<file path="src/hdl/rtttl_pkg.sv">
`timescale 1ns / 1ps
// ----------------------------------------------------------------------------
// rtttl_pkg
// shared constants, types and the pitch table of the ringtone parser
// ----------------------------------------------------------------------------
package rtttl_pkg;

    localparam int NUMBER_WIDTH = 16;
    localparam int DIV_WIDTH    = 18;
    localparam int CNT_WIDTH    = $clog2(DIV_WIDTH);
    localparam int DUR_WIDTH    = 19;
    localparam int FREQ_WIDTH   = 12;

    localparam logic [NUMBER_WIDTH-1:0] NUMBER_MAX = {NUMBER_WIDTH{1'b1}};
    localparam logic [NUMBER_WIDTH-1:0] DEFAULT_BPM = NUMBER_WIDTH'(63);
    localparam logic [DIV_WIDTH-1:0]    MS_PER_MIN  = DIV_WIDTH'(60000);
    localparam logic [7:0]              DEFAULT_LEN = 8'd4;
    localparam logic [2:0]              HDR_OCTAVE  = 3'd6;
    localparam logic [7:0]              TABLE_FIRST = 8'd49;
    localparam logic [7:0]              TABLE_LAST  = 8'd96;

    localparam logic [7:0] CH_COLON = 8'h3A;
    localparam logic [7:0] CH_SPACE = 8'h20;
    localparam logic [7:0] CH_COMMA = 8'h2C;
    localparam logic [7:0] CH_SHARP = 8'h23;
    localparam logic [7:0] CH_DOT   = 8'h2E;
    localparam logic [7:0] CH_ZERO  = 8'h30;
    localparam logic [7:0] CH_NINE  = 8'h39;
    localparam logic [7:0] CH_THREE = 8'h33;
    localparam logic [7:0] CH_SEVEN = 8'h37;
    localparam logic [7:0] CH_A     = 8'h61;
    localparam logic [7:0] CH_B     = 8'h62;
    localparam logic [7:0] CH_C     = 8'h63;
    localparam logic [7:0] CH_D     = 8'h64;
    localparam logic [7:0] CH_E     = 8'h65;
    localparam logic [7:0] CH_F     = 8'h66;
    localparam logic [7:0] CH_G     = 8'h67;
    localparam logic [7:0] CH_O     = 8'h6F;

    typedef struct packed {
        logic                    start;
        logic [DIV_WIDTH-1:0]    dividend;
        logic [NUMBER_WIDTH-1:0] divisor;
    } t_div_req;

    typedef struct packed {
        logic                 done;
        logic [DIV_WIDTH-1:0] quotient;
    } t_div_rsp;

    function automatic logic [FREQ_WIDTH-1:0] pitch_hz(input logic [5:0] idx);
        logic [FREQ_WIDTH-1:0] f;
        case (idx)
            6'd0:  f = 12'd262;  6'd1:  f = 12'd277;  6'd2:  f = 12'd294;
            6'd3:  f = 12'd311;  6'd4:  f = 12'd330;  6'd5:  f = 12'd349;
            6'd6:  f = 12'd370;  6'd7:  f = 12'd392;  6'd8:  f = 12'd415;
            6'd9:  f = 12'd440;  6'd10: f = 12'd466;  6'd11: f = 12'd494;
            6'd12: f = 12'd523;  6'd13: f = 12'd554;  6'd14: f = 12'd587;
            6'd15: f = 12'd622;  6'd16: f = 12'd659;  6'd17: f = 12'd698;
            6'd18: f = 12'd740;  6'd19: f = 12'd784;  6'd20: f = 12'd831;
            6'd21: f = 12'd880;  6'd22: f = 12'd932;  6'd23: f = 12'd988;
            6'd24: f = 12'd1047; 6'd25: f = 12'd1109; 6'd26: f = 12'd1175;
            6'd27: f = 12'd1245; 6'd28: f = 12'd1319; 6'd29: f = 12'd1397;
            6'd30: f = 12'd1480; 6'd31: f = 12'd1568; 6'd32: f = 12'd1661;
            6'd33: f = 12'd1760; 6'd34: f = 12'd1865; 6'd35: f = 12'd1976;
            6'd36: f = 12'd2093; 6'd37: f = 12'd2217; 6'd38: f = 12'd2349;
            6'd39: f = 12'd2489; 6'd40: f = 12'd2637; 6'd41: f = 12'd2794;
            6'd42: f = 12'd2960; 6'd43: f = 12'd3136; 6'd44: f = 12'd3322;
            6'd45: f = 12'd3520; 6'd46: f = 12'd3729; 6'd47: f = 12'd3951;
            default: f = '0;
        endcase
        return f;
    endfunction

endpackage

</file>
<file path="src/hdl/rtttl_melody_parser.sv">
`timescale 1ns / 1ps
// a character that sets the tempo or ends a note also takes a pass through the
// bit-serial divider, which forms the 18-bit quotient one bit at a time
// once its division finishes and the previous note has been taken, a note result is
// loaded into an output register and waits there; the next character is taken while it waits
// synchronous active-low reset restores the header defaults and the name-skip phase,
// the octave shift register resets to 0 and survives the end of a song
// ----------------------------------------------------------------------------
// rtttl_melody_parser
// character-serial ringtone text parser giving one note per comma-separated entry
// ----------------------------------------------------------------------------
module rtttl_melody_parser (
    input  logic                               i_clk,
    input  logic                               i_rst_n,
    input  logic                               i_cfg_valid,
    output logic                               o_cfg_ready,
    input  logic [1:0]                         i_cfg_data,
    input  logic                               i_char_valid,
    output logic                               o_char_ready,
    input  logic [7:0]                         i_char_code,
    input  logic                               i_last_char,
    output logic                               o_note_valid,
    input  logic                               i_note_ready,
    output logic [rtttl_pkg::FREQ_WIDTH-1:0]   o_frequency_hz,
    output logic [rtttl_pkg::DUR_WIDTH-1:0]    o_duration_ms,
    output logic                               o_is_rest,
    output logic                               o_out_of_range,
    output logic                               o_last_note
);

    localparam int NW = rtttl_pkg::NUMBER_WIDTH;

    typedef enum logic [4:0] {
        PH_NAME, PH_D_KEY, PH_D_EQ, PH_D_NUM, PH_O_KEY, PH_O_EQ, PH_O_VAL, PH_O_SEP,
        PH_B_KEY, PH_B_EQ, PH_B_NUM, PH_N_LEAD, PH_N_DIGITS, PH_N_SHARP, PH_N_DOT,
        PH_N_SCALE, PH_N_SEP
    } t_phase;

    typedef enum logic [2:0] {
        S_IDLE, S_STEP, S_DIVW, S_DIVN, S_EMIT, S_FIN
    } t_state;

    t_state                              r_state;
    t_phase                              r_phase;
    logic [1:0]                          r_shift;
    logic [7:0]                          r_char;
    logic                                r_last;
    logic                                r_zero;
    logic                                r_emitted;
    logic                                r_again;
    logic [7:0]                          r_dlen;
    logic [2:0]                          r_doct;
    logic [NW-1:0]                       r_tempo;
    logic [rtttl_pkg::DIV_WIDTH-1:0]     r_whole;
    logic [NW-1:0]                       r_acc;
    logic [3:0]                          r_semi;
    logic                                r_dot;
    logic [3:0]                          r_oct;
    rtttl_pkg::t_div_req                 r_div_req;
    rtttl_pkg::t_div_rsp                 div_rsp;

    logic [NW-1:0]                       acc_next;
    logic [NW+3:0]                       acc_prod;
    logic                                is_digit;
    logic [3:0]                          letter_code;
    logic [7:0]                          tab_pos;
    logic                                in_table;
    logic [rtttl_pkg::DUR_WIDTH-1:0]     dur;

    rtttl_div u_div (
        .i_clk   (i_clk),
        .i_rst_n (i_rst_n),
        .i_req   (r_div_req),
        .o_rsp   (div_rsp)
    );

    assign is_digit = (r_char >= rtttl_pkg::CH_ZERO) && (r_char <= rtttl_pkg::CH_NINE);
    assign acc_prod = {1'b0, r_acc, 3'b000} + {3'b000, r_acc, 1'b0} + (NW+4)'(r_char[3:0]);
    assign acc_next = (acc_prod > (NW+4)'(rtttl_pkg::NUMBER_MAX)) ? rtttl_pkg::NUMBER_MAX
                                                                   : acc_prod[NW-1:0];

    always_comb begin
        case (r_char)
            rtttl_pkg::CH_C: letter_code = 4'd1;
            rtttl_pkg::CH_D: letter_code = 4'd3;
            rtttl_pkg::CH_E: letter_code = 4'd5;
            rtttl_pkg::CH_F: letter_code = 4'd6;
            rtttl_pkg::CH_G: letter_code = 4'd8;
            rtttl_pkg::CH_A: letter_code = 4'd10;
            rtttl_pkg::CH_B: letter_code = 4'd12;
            default:         letter_code = 4'd0;
        endcase
    end

    assign tab_pos  = {1'b0, r_oct, 3'b000} + {2'b00, r_oct, 2'b00} + {4'b0000, r_semi};
    assign in_table = (tab_pos >= rtttl_pkg::TABLE_FIRST) && (tab_pos <= rtttl_pkg::TABLE_LAST);
    assign dur      = rtttl_pkg::DUR_WIDTH'(div_rsp.quotient)
                    + (r_dot ? rtttl_pkg::DUR_WIDTH'(div_rsp.quotient[rtttl_pkg::DIV_WIDTH-1:1])
                             : '0);

    assign o_cfg_ready  = 1'b1;
    assign o_char_ready = (r_state == S_IDLE);

    always_ff @(posedge i_clk) begin
        if (!i_rst_n) begin
            r_state         <= S_IDLE;
            r_phase         <= PH_NAME;
            r_shift         <= 2'd0;
            r_dlen          <= rtttl_pkg::DEFAULT_LEN;
            r_doct          <= rtttl_pkg::HDR_OCTAVE;
            r_tempo         <= rtttl_pkg::DEFAULT_BPM;
            r_whole         <= '0;
            r_acc           <= '0;
            r_semi          <= '0;
            r_dot           <= 1'b0;
            r_oct           <= '0;
            r_last          <= 1'b0;
            r_zero          <= 1'b0;
            r_emitted       <= 1'b0;
            r_again         <= 1'b0;
            r_div_req.start <= 1'b0;
            o_note_valid    <= 1'b0;
        end else begin
            r_div_req.start <= 1'b0;
            if (i_cfg_valid) begin
                r_shift <= i_cfg_data;
            end
            if (o_note_valid && i_note_ready) begin
                o_note_valid <= 1'b0;
            end
            case (r_state)
                S_IDLE: begin
                    if (i_char_valid) begin
                        r_char    <= i_char_code;
                        r_last    <= i_last_char;
                        r_zero    <= 1'b0;
                        r_emitted <= 1'b0;
                        r_state   <= S_STEP;
                    end
                end
                S_STEP: begin
                    r_state <= S_FIN;
                    case (r_phase)
                        PH_NAME: begin
                            if (r_char == rtttl_pkg::CH_COLON) r_phase <= PH_D_KEY;
                        end
                        PH_D_KEY: begin
                            if (r_char == rtttl_pkg::CH_D) begin
                                r_phase <= PH_D_EQ;
                            end else if (r_char != rtttl_pkg::CH_SPACE) begin
                                r_phase <= PH_O_KEY;
                                r_state <= S_STEP;
                            end
                        end
                        PH_D_EQ: begin
                            r_acc   <= '0;
                            r_phase <= PH_D_NUM;
                        end
                        PH_D_NUM: begin
                            if (is_digit) begin
                                r_acc <= acc_next;
                            end else begin
                                if (r_acc != '0) begin
                                    r_dlen <= (r_acc > NW'(255)) ? 8'd255 : r_acc[7:0];
                                end
                                r_acc   <= '0;
                                r_phase <= PH_O_KEY;
                            end
                        end
                        PH_O_KEY: begin
                            if (r_char == rtttl_pkg::CH_O) begin
                                r_phase <= PH_O_EQ;
                            end else if (r_char != rtttl_pkg::CH_SPACE) begin
                                r_phase <= PH_B_KEY;
                                r_state <= S_STEP;
                            end
                        end
                        PH_O_EQ: r_phase <= PH_O_VAL;
                        PH_O_VAL: begin
                            if (r_char >= rtttl_pkg::CH_THREE &&
                                r_char <= rtttl_pkg::CH_SEVEN) begin
                                r_doct <= r_char[2:0];
                            end
                            r_phase <= PH_O_SEP;
                        end
                        PH_O_SEP: r_phase <= PH_B_KEY;
                        PH_B_KEY: begin
                            if (r_char == rtttl_pkg::CH_B) begin
                                r_phase <= PH_B_EQ;
                            end else if (r_char != rtttl_pkg::CH_SPACE) begin
                                r_div_req.start    <= 1'b1;
                                r_div_req.dividend <= rtttl_pkg::MS_PER_MIN;
                                r_div_req.divisor  <= (r_tempo == '0) ? rtttl_pkg::DEFAULT_BPM
                                                                      : r_tempo;
                                r_again <= 1'b1;
                                r_phase <= PH_N_LEAD;
                                r_state <= S_DIVW;
                            end
                        end
                        PH_B_EQ: begin
                            r_acc   <= '0;
                            r_phase <= PH_B_NUM;
                        end
                        PH_B_NUM: begin
                            if (is_digit) begin
                                r_acc <= acc_next;
                            end else begin
                                r_tempo            <= r_acc;
                                r_acc              <= '0;
                                r_div_req.start    <= 1'b1;
                                r_div_req.dividend <= rtttl_pkg::MS_PER_MIN;
                                r_div_req.divisor  <= (r_acc == '0) ? rtttl_pkg::DEFAULT_BPM
                                                                    : r_acc;
                                r_again <= 1'b0;
                                r_phase <= PH_N_LEAD;
                                r_state <= S_DIVW;
                            end
                        end
                        PH_N_LEAD, PH_N_DIGITS: begin
                            if (is_digit) begin
                                r_acc   <= acc_next;
                                r_phase <= PH_N_DIGITS;
                            end else if (!(r_phase == PH_N_LEAD &&
                                           r_char == rtttl_pkg::CH_SPACE)) begin
                                r_semi  <= letter_code;
                                r_dot   <= 1'b0;
                                r_phase <= PH_N_SHARP;
                            end
                        end
                        PH_N_SHARP: begin
                            r_phase <= PH_N_DOT;
                            if (r_char == rtttl_pkg::CH_SHARP) r_semi <= r_semi + 4'd1;
                            else r_state <= S_STEP;
                        end
                        PH_N_DOT: begin
                            r_phase <= PH_N_SCALE;
                            if (r_char == rtttl_pkg::CH_DOT) r_dot <= 1'b1;
                            else r_state <= S_STEP;
                        end
                        PH_N_SCALE: begin
                            r_phase <= PH_N_SEP;
                            if (is_digit) begin
                                r_oct <= r_char[3:0] + {2'b00, r_shift};
                            end else begin
                                r_oct   <= {1'b0, r_doct} + {2'b00, r_shift};
                                r_state <= S_STEP;
                            end
                        end
                        PH_N_SEP: begin
                            r_div_req.start    <= 1'b1;
                            r_div_req.dividend <= r_whole;
                            r_div_req.divisor  <= (r_acc != '0) ? r_acc : NW'(r_dlen);
                            r_again <= (r_char != rtttl_pkg::CH_COMMA);
                            r_phase <= PH_N_LEAD;
                            r_state <= S_DIVN;
                        end
                        default: r_phase <= PH_NAME;
                    endcase
                end
                S_DIVW: begin
                    if (div_rsp.done) begin
                        r_whole <= {div_rsp.quotient[rtttl_pkg::DIV_WIDTH-3:0], 2'b00};
                        r_state <= r_again ? S_STEP : S_FIN;
                    end
                end
                S_DIVN: begin
                    if (div_rsp.done) r_state <= S_EMIT;
                end
                S_EMIT: begin
                    if (!o_note_valid) begin
                        o_note_valid   <= 1'b1;
                        o_duration_ms  <= dur;
                        o_is_rest      <= (r_semi == '0);
                        o_out_of_range <= (r_semi != '0) && !in_table;
                        o_frequency_hz <= (r_semi != '0 && in_table)
                                        ? rtttl_pkg::pitch_hz(6'(tab_pos - rtttl_pkg::TABLE_FIRST))
                                        : '0;
                        o_last_note    <= r_last;
                        r_acc          <= '0;
                        r_dot          <= 1'b0;
                        r_semi         <= '0;
                        r_emitted      <= 1'b1;
                        r_state        <= r_again ? S_STEP : S_FIN;
                    end
                end
                S_FIN: begin
                    if (r_last && !r_emitted && !r_zero &&
                        (r_phase == PH_N_SHARP || r_phase == PH_N_DOT ||
                         r_phase == PH_N_SCALE || r_phase == PH_N_SEP)) begin
                        r_char  <= '0;
                        r_zero  <= 1'b1;
                        r_state <= S_STEP;
                    end else begin
                        if (r_last) begin
                            r_phase <= PH_NAME;
                            r_dlen  <= rtttl_pkg::DEFAULT_LEN;
                            r_doct  <= rtttl_pkg::HDR_OCTAVE;
                            r_tempo <= rtttl_pkg::DEFAULT_BPM;
                            r_whole <= '0;
                            r_acc   <= '0;
                            r_semi  <= '0;
                            r_dot   <= 1'b0;
                            r_oct   <= '0;
                        end
                        r_state <= S_IDLE;
                    end
                end
                default: r_state <= S_IDLE;
            endcase
        end
    end

`ifndef NO_ASSERTIONS
    a_emit_once: assert property (@(posedge i_clk) disable iff (!i_rst_n)
        (r_state == S_EMIT) |-> !r_emitted)
        else $error("second note for one character");
    a_div_wait: assert property (@(posedge i_clk) disable iff (!i_rst_n)
        div_rsp.done |-> (r_state == S_DIVW || r_state == S_DIVN))
        else $error("divider finished while not awaited");
    a_zero_last: assert property (@(posedge i_clk) disable iff (!i_rst_n)
        r_zero |-> r_last)
        else $error("closing pass without final character");
    a_rest_freq: assert property (@(posedge i_clk) disable iff (!i_rst_n)
        (o_note_valid && (o_is_rest || o_out_of_range)) |-> (o_frequency_hz == '0))
        else $error("tone on a rest or out-of-range note");
`endif

endmodule

</file>
<file path="src/hdl/rtttl_div.sv">
`timescale 1ns / 1ps
// ----------------------------------------------------------------------------
// rtttl_div
// bit-serial restoring divider, one quotient bit per cycle
// ----------------------------------------------------------------------------
module rtttl_div (
    input  logic               i_clk,
    input  logic               i_rst_n,
    input  rtttl_pkg::t_div_req i_req,
    output rtttl_pkg::t_div_rsp o_rsp
);

    logic                                r_busy;
    logic                                r_done;
    logic [rtttl_pkg::CNT_WIDTH-1:0]     r_cnt;
    logic [rtttl_pkg::NUMBER_WIDTH-1:0]  r_rem;
    logic [rtttl_pkg::DIV_WIDTH-1:0]     r_quo;
    logic [rtttl_pkg::NUMBER_WIDTH-1:0]  r_div;
    logic [rtttl_pkg::NUMBER_WIDTH:0]    trial;
    logic                                ge;

    assign trial = {r_rem, r_quo[rtttl_pkg::DIV_WIDTH-1]};
    assign ge    = trial >= {1'b0, r_div};

    always_ff @(posedge i_clk) begin
        if (!i_rst_n) begin
            r_busy <= 1'b0;
            r_done <= 1'b0;
            r_cnt  <= '0;
        end else begin
            r_done <= 1'b0;
            if (i_req.start) begin
                r_busy <= 1'b1;
                r_cnt  <= '0;
                r_rem  <= '0;
                r_quo  <= i_req.dividend;
                r_div  <= i_req.divisor;
            end else if (r_busy) begin
                r_rem <= ge ? rtttl_pkg::NUMBER_WIDTH'(trial - {1'b0, r_div})
                            : trial[rtttl_pkg::NUMBER_WIDTH-1:0];
                r_quo <= {r_quo[rtttl_pkg::DIV_WIDTH-2:0], ge};
                r_cnt <= r_cnt + 1'b1;
                if (r_cnt == rtttl_pkg::CNT_WIDTH'(rtttl_pkg::DIV_WIDTH - 1)) begin
                    r_busy <= 1'b0;
                    r_done <= 1'b1;
                end
            end
        end
    end

    assign o_rsp.done     = r_done;
    assign o_rsp.quotient = r_quo;

endmodule
</file>
<file path="config.mk">
export PLATFORM = sky130hd
export DESIGN_NAME = rtttl_melody_parser
export DESIGN_NICKNAME = d
export VERILOG_FILES = /design/src/hdl/rtttl_pkg.sv /design/src/hdl/rtttl_melody_parser.sv /design/src/hdl/rtttl_div.sv
export SDC_FILE = /design/constraint.sdc
export NUM_CORES = 1
export LEC_CHECK = 0
export BUFFER_PORTS_ARGS = -buffer_cell sky130_fd_sc_hd__buf_2
export CORE_UTILIZATION = 57
export DETAILED_ROUTE_END_ITERATION = 7
export PLACE_DENSITY = 0.77
export SLEW_MARGIN = 20
export SYNTH_ARGS = -nofsm -noshare
export SYNTH_HDL_FRONTEND = slang
export SYNTH_SLANG_ARGS = --single-unit
</file>
<file path="constraint.sdc">
create_clock -name i_clk -period 4.07 [get_ports i_clk]
set_input_delay 0.814 -clock i_clk [delete_from_list [all_inputs] [get_ports i_clk]]
set_output_delay 0.814 -clock i_clk [all_outputs]
set_load 0.01 [all_outputs]
</file>
==> out/metrics.yaml, run 1 <==
run_status:
  status: "finished, final reports clean"
sta:
  timing.fmax_ghz: 0.2635
  drv_slew: 0
  setup_slack_ns: 0.2752
  setup_violations: 0
  slew_headroom_pct: 35.98
  finalHoldViolCount: 0
  finClkSkew_ns: 0.01459
  period_share_pct: 93.24
  tightestPinTransition_ns: 0.9539
  finalSetupTns_ns: 0
  fin_crit_ns: 3.795
  holdWs_ns: 0.4121
  grt_setup_unrepaired: "no"
synthesis:
  ys_warn_count: 0
  synth_edf_count: 124
  syn-cell-area_um2: 12990
  ys.flop_type: "edfxtp_1"
  syn-mean-instance-area_um2: 9.161
  syn_nets: 1525
  synthCells: 1418
  ys_ff_latch: 215
  yosysSeqAreaShare_pct: 42.69
  async_flop_share_pct: 0
  ys_types: 83
placed_design:
  pre_cts_ws_ns: 0.1702
  io_buffers: 51
  routabilityCongestion: 0.9018
  dpl_cell_area_um2: 13540
  place_inst: 1703
  dp_hpwl_mm: 20.91
clock_network:
  cts_resized: 0
  numCtsBuffers: 24
  clk_pin_slew_worst_paths_ns: 0.06
  cts_tree: "done"
  clk-insertion-delay-late_ns: 0.52
  clockBufferDepth: 3
  clock_sinks: 215
  htree_levels: 1
  clockRootBuffer: "clkbuf_16"
grt:
  grt_max_degree: 40
  met2_usage_pct: 42.79
  grt_pass1_vias: 10260
  gr-usage-met1_pct: 35.63
  busiest_layer: "met2"
  grtUsageTotal_pct: 25.86
  grt-ovfl-total: 0
  gr-usage-met3_pct: 3.289
  grt_pass1_wl_mm: 50.34
  antenna_found_initial: 0
layout:
  instances_no_fill: 1749
  num-fill-cells: 1780
  syn2layout_area_growth_pct: 10.64
  antenna-diode-count: 0
  utilization_pct: 65.05
  drive_gt1_share_pct: 10.96
  final_area_um2: 14370
  nets: 1558
run:
  drv_cap: 0
setup_path:
  cpPeakStageDelay_ns: 0.52
  path_cells: "fa_1 > fa_1 > a21o_1 > a2111oi_4 > o211ai_2 > a31o_4 > a2111oi_4 > and4bb_4 > o31ai_4 > buf_12 > buf_4 > o21ai_1 > a21oi_1"
  critPathTopFamily: "compound AO/OA/AOI/OAI gates"
  cp.arrival_ns: 4.24
  path_class: "reg -> reg"
  worstPathRequired_ns: 4.51
  end_kind: "flop"
  critPathMaxFanout: 12
  start_kind: "flop"
  cp.buffers_inverters: 2
  cp_slowest_cell: "fa_1"
die:
  rows: 54
  io_pins: 53
  die_x_um: 153.0
  start_util_pct: 58.79
  fp.dieH_um: 153.0
  dieArea_um2: 23400
  core_area_um2: 22090
routing:
  antenna_left: 0
  vias_per_cell: 6.158
  drt_first_pass_iters: 6
  wl_per_cell_um: 17.19
  vias: 10770
  drc: 0
  wl_mm: 30.06
  initialDrtViolationCount: 905
min_path:
  hold_class: "reg -> reg"
power_and_ir_drop:
  vdd_drop_max_mv: 0.2595
  p_leak_nw: 5.736
  power_density_nw_per_um2: 418.6
  total_power_mw: 6.017
[registers in the layout (all words and copies together) (netlist names), 12 cells and up]
register        flops
o_frequency_hz     12
r_acc              16
r_div_req          33
u_div.r_div        16
u_div.r_quo        18
o_duration_ms      19
r_tempo            16
u_div.r_rem        16
r_whole            16
[final timing paths]
path	slack [ns]	start	depth (start not counted)	end
min	0.41	r_div_req[3]$_DFFE_PP_	0	u_div.r_div[3]$_DFFE_PP_
max	0.28	r_acc[2]$_SDFFE_PN0P_	13	r_acc[3]$_SDFFE_PN0P_
max reg2reg	0.28	r_acc[2]$_SDFFE_PN0P_	13	r_acc[3]$_SDFFE_PN0P_
min reg2reg	0.41	r_div_req[3]$_DFFE_PP_	0	u_div.r_div[3]$_DFFE_PP_
[cells by family after synthesis]
logic type	count (synthesis)	synth area share [%]
mux	35	2.861
fa+ha+maj	92	9.247
flops	215	42.69
other cells	1	0.02887
compound gates	409	19.91
xor+xnor	50	3.371
buf+inv	129	3.930
simple gates	487	17.96
[placed cells by master, fill, tap and decap left out, types with 5 or more instances in the layout]
master,Yosys,routed
nand2_1,99,99
a211oi_1,25,25
nor2_1,165,163
o21a_1,9,9
ha_1,84,84
or2_2,6,6
o22ai_1,8,8
nor2b_1,17,17
nor4_1,13,13
mux2i_1,18,18
xnor2_1,33,33
mux2_2,17,17
fa_1,7,7
o21ai_0,101,101
or3_1,10,10
o31ai_1,9,9
nand3_1,44,44
clkbuf_1,63,8
nand2b_1,15,15
clkbuf_16,0,24
a21o_1,23,23
o21ai_1,14,13
edfxtp_1,124,124
xor2_1,17,17
nor3_1,47,46
buf_4,1,33
inv_1,50,49
a22o_1,6,6
buf_2,7,51
nor3b_1,5,5
a21oi_1,127,127
a31oi_1,7,7
dfxtp_1,91,91
nand4_1,7,7
and2_1,36,36
a22oi_1,17,17
o211ai_1,13,13
[cell type report]
type	instances	area (µm²)	area share, %
Multi-Input combinational cell	1074	6959	48.42
Sequential cell	215	5545	38.58
Clock buffer	34	658.1	4.579
Timing Repair Buffer	85	523.0	3.639
Tap cell	280	350.3	2.438
Inverter	51	191.4	1.332
Clock inverter	10	145.1	1.010
[report_power, final]
group / switching (mW) / total [mW] / leakage (nW) / internal (mW)
sequential: 0.112 / 2.53 / 1.86 / 2.42
clock: 0.859 / 2.18 / 0.387 / 1.32
combinational: 0.868 / 1.30 / 3.48 / 0.436
total: 1.84 / 6.02 / 5.74 / 4.18
[cells in the mapped netlist, drive strengths merged, types with 6 or more instances]
cell,count,area (µm²)
a22o,6,52.55
nor2,165,619.3
mux2i,18,180.2
o22ai,8,50.05
a21o,24,181.4
nor4,13,81.33
xor2,17,148.9
inv,50,187.7
a21oi,127,635.6
xnor2,33,289.0
a211oi,25,187.7
nand3,44,220.2
ha,84,1051
o21ai,115,575.6
nor3,47,235.2
o31ai,10,88.83
mux2,17,191.4
a31oi,7,43.79
or3,10,62.56
buf,13,72.56
clkbuf,65,246.5
fa,7,140.1
and2,37,232.7
nand2,99,371.6
or2,6,37.54
nand4,7,43.79
edfxtp,124,3724
dfxtp,91,1822
nor2b,17,106.4
a22oi,17,127.6
nand2b,16,107.6
o211ai,14,110.1
o21a,9,67.56
[layer usage]
layer	up-vias	routed length [µm]	part of all wire [%]
met5	-	0	0
met4	0	584	1.9
met3	55	1766	5.9
met2	366	14090	47
met1	5091	13620	45
li1	5259	-	-
[timing repair]
action / CTS / global route
setup endpoints to repair: 0 / 7
hold buffers: 0 / 0
setup buffers: 0 / 2
(Power assumes the default switching activity.)
==> run 2: changes to the inputs <==
- ABC_AREA: unset -> 1
- BUFFER_PORTS_ARGS: -buffer_cell sky130_fd_sc_hd__buf_2 -> -buffer_cell sky130_fd_sc_hd__buf_4
- CORE_MARGIN: unset -> 3
==> run 2 against run 1 <==
First-iteration DRC count increased by 8.0%. Fmax is 22% higher. Sequential share of layout area fell by 1.6 points. Wire length rose by 3.0%. Setup slack gained 0.70 ns. Non-clock buffer count is 19 lower. Critical path depth fell by 1. Sequential power up 11%. Sequential cell count unchanged. Cell count grew 22%. Critical path type unchanged. Largest cell class unchanged.
==> out/metrics.yaml, run 2 <==
power_and_ir_drop:
  p_leak_nw: 6.877  # +20%
  power_density_nw_per_um2: 503.5  # +20%
  vdd_drop_max_mv: 0.5378  # +110%
setup_path:
  cp.arrival_ns: 3.36  # -0.88 ns
  path_class: "reg -> reg"
  end_kind: "flop"
  reg2reg_from: "r_semi[3]$_SDFFE_PN0P_"
  reg2reg_slack_ns: 0.97  # +0.70 ns
  startpoint: "r_semi[3]$_SDFFE_PN0P_"
  crit_path_end: "o_frequency_hz[9]$_SDFFCE_PN0P_"
  start_kind: "flop"
  r2r-end: "o_frequency_hz[9]$_SDFFCE_PN0P_"
  worstPathRequired_ns: 4.33  # -0.18 ns
  critPathMaxFanout: 12  # unchanged
  reg2reg_depth: 12  # -1
min_path:
  hp-start: "r_div_req[10]$_DFFE_PP_"
  hold_class: "reg -> reg"
die:
  io_pins: 53  # unchanged
  dieArea_um2: 25700  # +9.8%
  core_area_um2: 22980  # +4.0%
  die_x_um: 160.3  # +4.8%
  start_util_pct: 59.05  # +0.25 points
  rows: 55  # +1.9%
  fp.dieH_um: 160.3  # +4.8%
grt:
  grtUsageTotal_pct: 23.82  # -2.0 points
  grt_pass1_vias: 11040  # +7.6%
  grt_max_degree: 41  # +2.5%
  grt-ovfl-total: 0  # unchanged
  antenna_found_initial: 0  # unchanged
  grt_pass1_wl_mm: 52.55  # +4.4%
routing:
  antenna_left: 0  # unchanged
  drc: 0  # unchanged
  vias: 11670  # +8.4%
  vias_per_cell: 5.460  # -11%
  wl_mm: 30.96  # +3.0%
  wl_per_cell_um: 14.48  # -16%
  drt_first_pass_iters: 5  # -1
  initialDrtViolationCount: 977  # +8.0%
layout:
  multi_input_area_um2: 6945  # -0.20%
  antenna-diode-count: 0  # unchanged
  most-common-layout-cells: "nand2_1, inv_1, nor2_1"
  final_common_cell: "nand2_1"
  instances_no_fill: 2138  # +22%
  largestRegisters: "r_div_req: 33 flops, o_duration_ms: 19 flops, u_div.r_quo: 18 flops"
  seq_area_um2: 5545  # unchanged
  regMostFlops: "r_div_req"
  largest_register_ffs: 33  # unchanged
  nets: 1916  # +23%
  num-fill-cells: 1970  # +11%
  syn2layout_area_growth_pct: 10.45
  drive_gt1_share_pct: 10.03  # -0.93 points
synthesis:
  yosysTopAreaCell: "edfxtp_1"
  synth_commonest_cells: "nand2_1, inv_1, nor2_1"
  ys_ff_latch: 215  # unchanged
  synth_top_area_share_pct: 27.44  # -1.2 points
  yosysMostFrequentCell: "nand2_1"
  async_flop_share_pct: 0  # unchanged
  ys.flop_type: "edfxtp_1"
  ys_warn_count: 0  # unchanged
  syn-mean-instance-area_um2: 7.689  # -16%
  syn_nets: 1872  # +23%
  yosysSeqAreaShare_pct: 40.86  # -1.8 points
  synth_edf_count: 124  # unchanged
  synthTopCellsByArea: "edfxtp_1, dfxtp_1, nand2_1, ha_1, inv_1"
  synthCells: 1765  # +24%
  syn-cell-area_um2: 13570  # +4.5%
  ys_types: 59  # -29%
sta:
  grt_setup_unrepaired: "no"
  slew_headroom_pct: 27.64  # -8.3 points
  period_share_pct: 76.14  # -17 points
  finClkSkew_ns: 0.02275  # +0.008157 ns
  setup_violations: 0  # unchanged
  finalHoldViolCount: 0  # unchanged
  finalSetupTns_ns: 0  # unchanged
  drv_slew: 0  # unchanged
  timing.fmax_ghz: 0.3227  # +22%
  tightestPinTransition_ns: 1.084  # +0.1303 ns
  fin_crit_ns: 3.099  # -0.6957 ns
clock_network:
  clk_pin_slew_worst_paths_ns: 0.06  # about the same
  cts_tree: "done"
  clock_sinks: 215  # unchanged
  clk-insertion-delay-late_ns: 0.51  # about the same
  numCtsBuffers: 23  # -4.2%
  holdBufCountCts: 0  # unchanged
  htree_levels: 1  # unchanged
  clockBufferDepth: 3  # unchanged
  clockRootBuffer: "clkbuf_16"
  cts_setup_buffers: 0  # unchanged
  cts_resized: 0  # unchanged
placed_design:
  place_inst: 2097  # +23%
  routabilityCongestion: 0.9551  # +5.9%
  dp_hpwl_mm: 22.85  # +9.3%
  io_buffers: 51  # unchanged
run_status:
  status: "finished, final reports clean"
run:
  drv_cap: 0  # unchanged
run 2: cell types whose count changed in the layout (fill, tap and decap cells not counted), moves of 26 or more:
cell / previous run / this run
and2_1: 36 / 2
buf_2: 51 / 0
buf_4: 33 / 66
inv_1: 49 / 203
nand2_1: 99 / 459
nand3_1: 44 / 108
nor3_1: 46 / 20
run 2: how the worst min path moves through the flow:
stage               slack (ns)                        end  cells past startpoint
global route              0.42  u_div.r_div[10]$_DFFE_PP_                      0
detailed placement        0.40  u_div.r_div[10]$_DFFE_PP_                      0
finish                    0.41  u_div.r_div[10]$_DFFE_PP_                      0
CTS                       0.41  u_div.r_div[10]$_DFFE_PP_                      0
global placement          0.40  u_div.r_div[10]$_DFFE_PP_                      0
floorplan                 0.40   u_div.r_div[0]$_DFFE_PP_                      0
run 2: cells by family (layout without fill, tap and decap cells):
family / count (synthesis) / in the layout / share of synthesized area (%)
adder cells (fa/ha/maj): 91 / 91 / 8.777
buffers and inverters: 276 / 336 / 8.122
AO/OA/AOI/OAI: 317 / 317 / 13.46
AND/OR/NAND/NOR: 824 / 824 / 26.11
other: 1 / 1 / 0.02763
XOR/XNOR: 41 / 41 / 2.646
flip-flops: 215 / 215 / 40.86
run 2: critical path, cell delays in order (launching register included):
cell	delay, ns
dfxtp_1	0.36
fa_1	0.49
ha_1	0.24
fa_1	0.53
inv_1	0.08
xor2_1	0.16
buf_4	0.17
inv_1	0.29
nand2_1	0.16
o211ai_1	0.21
nand2_1	0.07
nand2_1	0.06
inv_1	0.03
run 2: through the flow:
step           power, mW  hold WS [ns]  setup slack [ns]  utilization [%]  area, µm²
3_5_place_dp       5.471        0.4045            0.9952            61.95      14240
2_1_floorplan      4.776        0.4003            0.6278                -      13570
5_1_grt            8.032        0.4215            0.7366            65.22      14990
4_1_cts            7.532        0.4147            0.9802            65.22      14990
6_report           7.548        0.4143            0.9709            65.22      14990
3_3_place_gp       5.479        0.4017             1.068            61.95      14240
run 2: cell type report:
type	count	share of cell area, %
Clock buffer	38	4.899
Tap cell	313	2.612
Inverter	229	5.751
Timing Repair Buffer	66	3.305
Multi-Input combinational cell	1274	46.33
Clock inverter	3	0.1085
Sequential cell	215	36.99
run 2: routing by layer:
metal	part of all wire, %	up-vias	wire (µm)	track usage, %
met5	0	-	0	0
met4	1.7	0	516	6.548
met3	6.4	44	1980	3.173
met2	46	353	14240	38.62
met1	46	5337	14230	33.78
li1	-	5939	-	-
run 2: power by group:
group	internal (mW)	switching, mW	total (mW)
clock	1.23	0.829	2.06
sequential	2.61	0.192	2.81
combinational	0.841	1.85	2.69
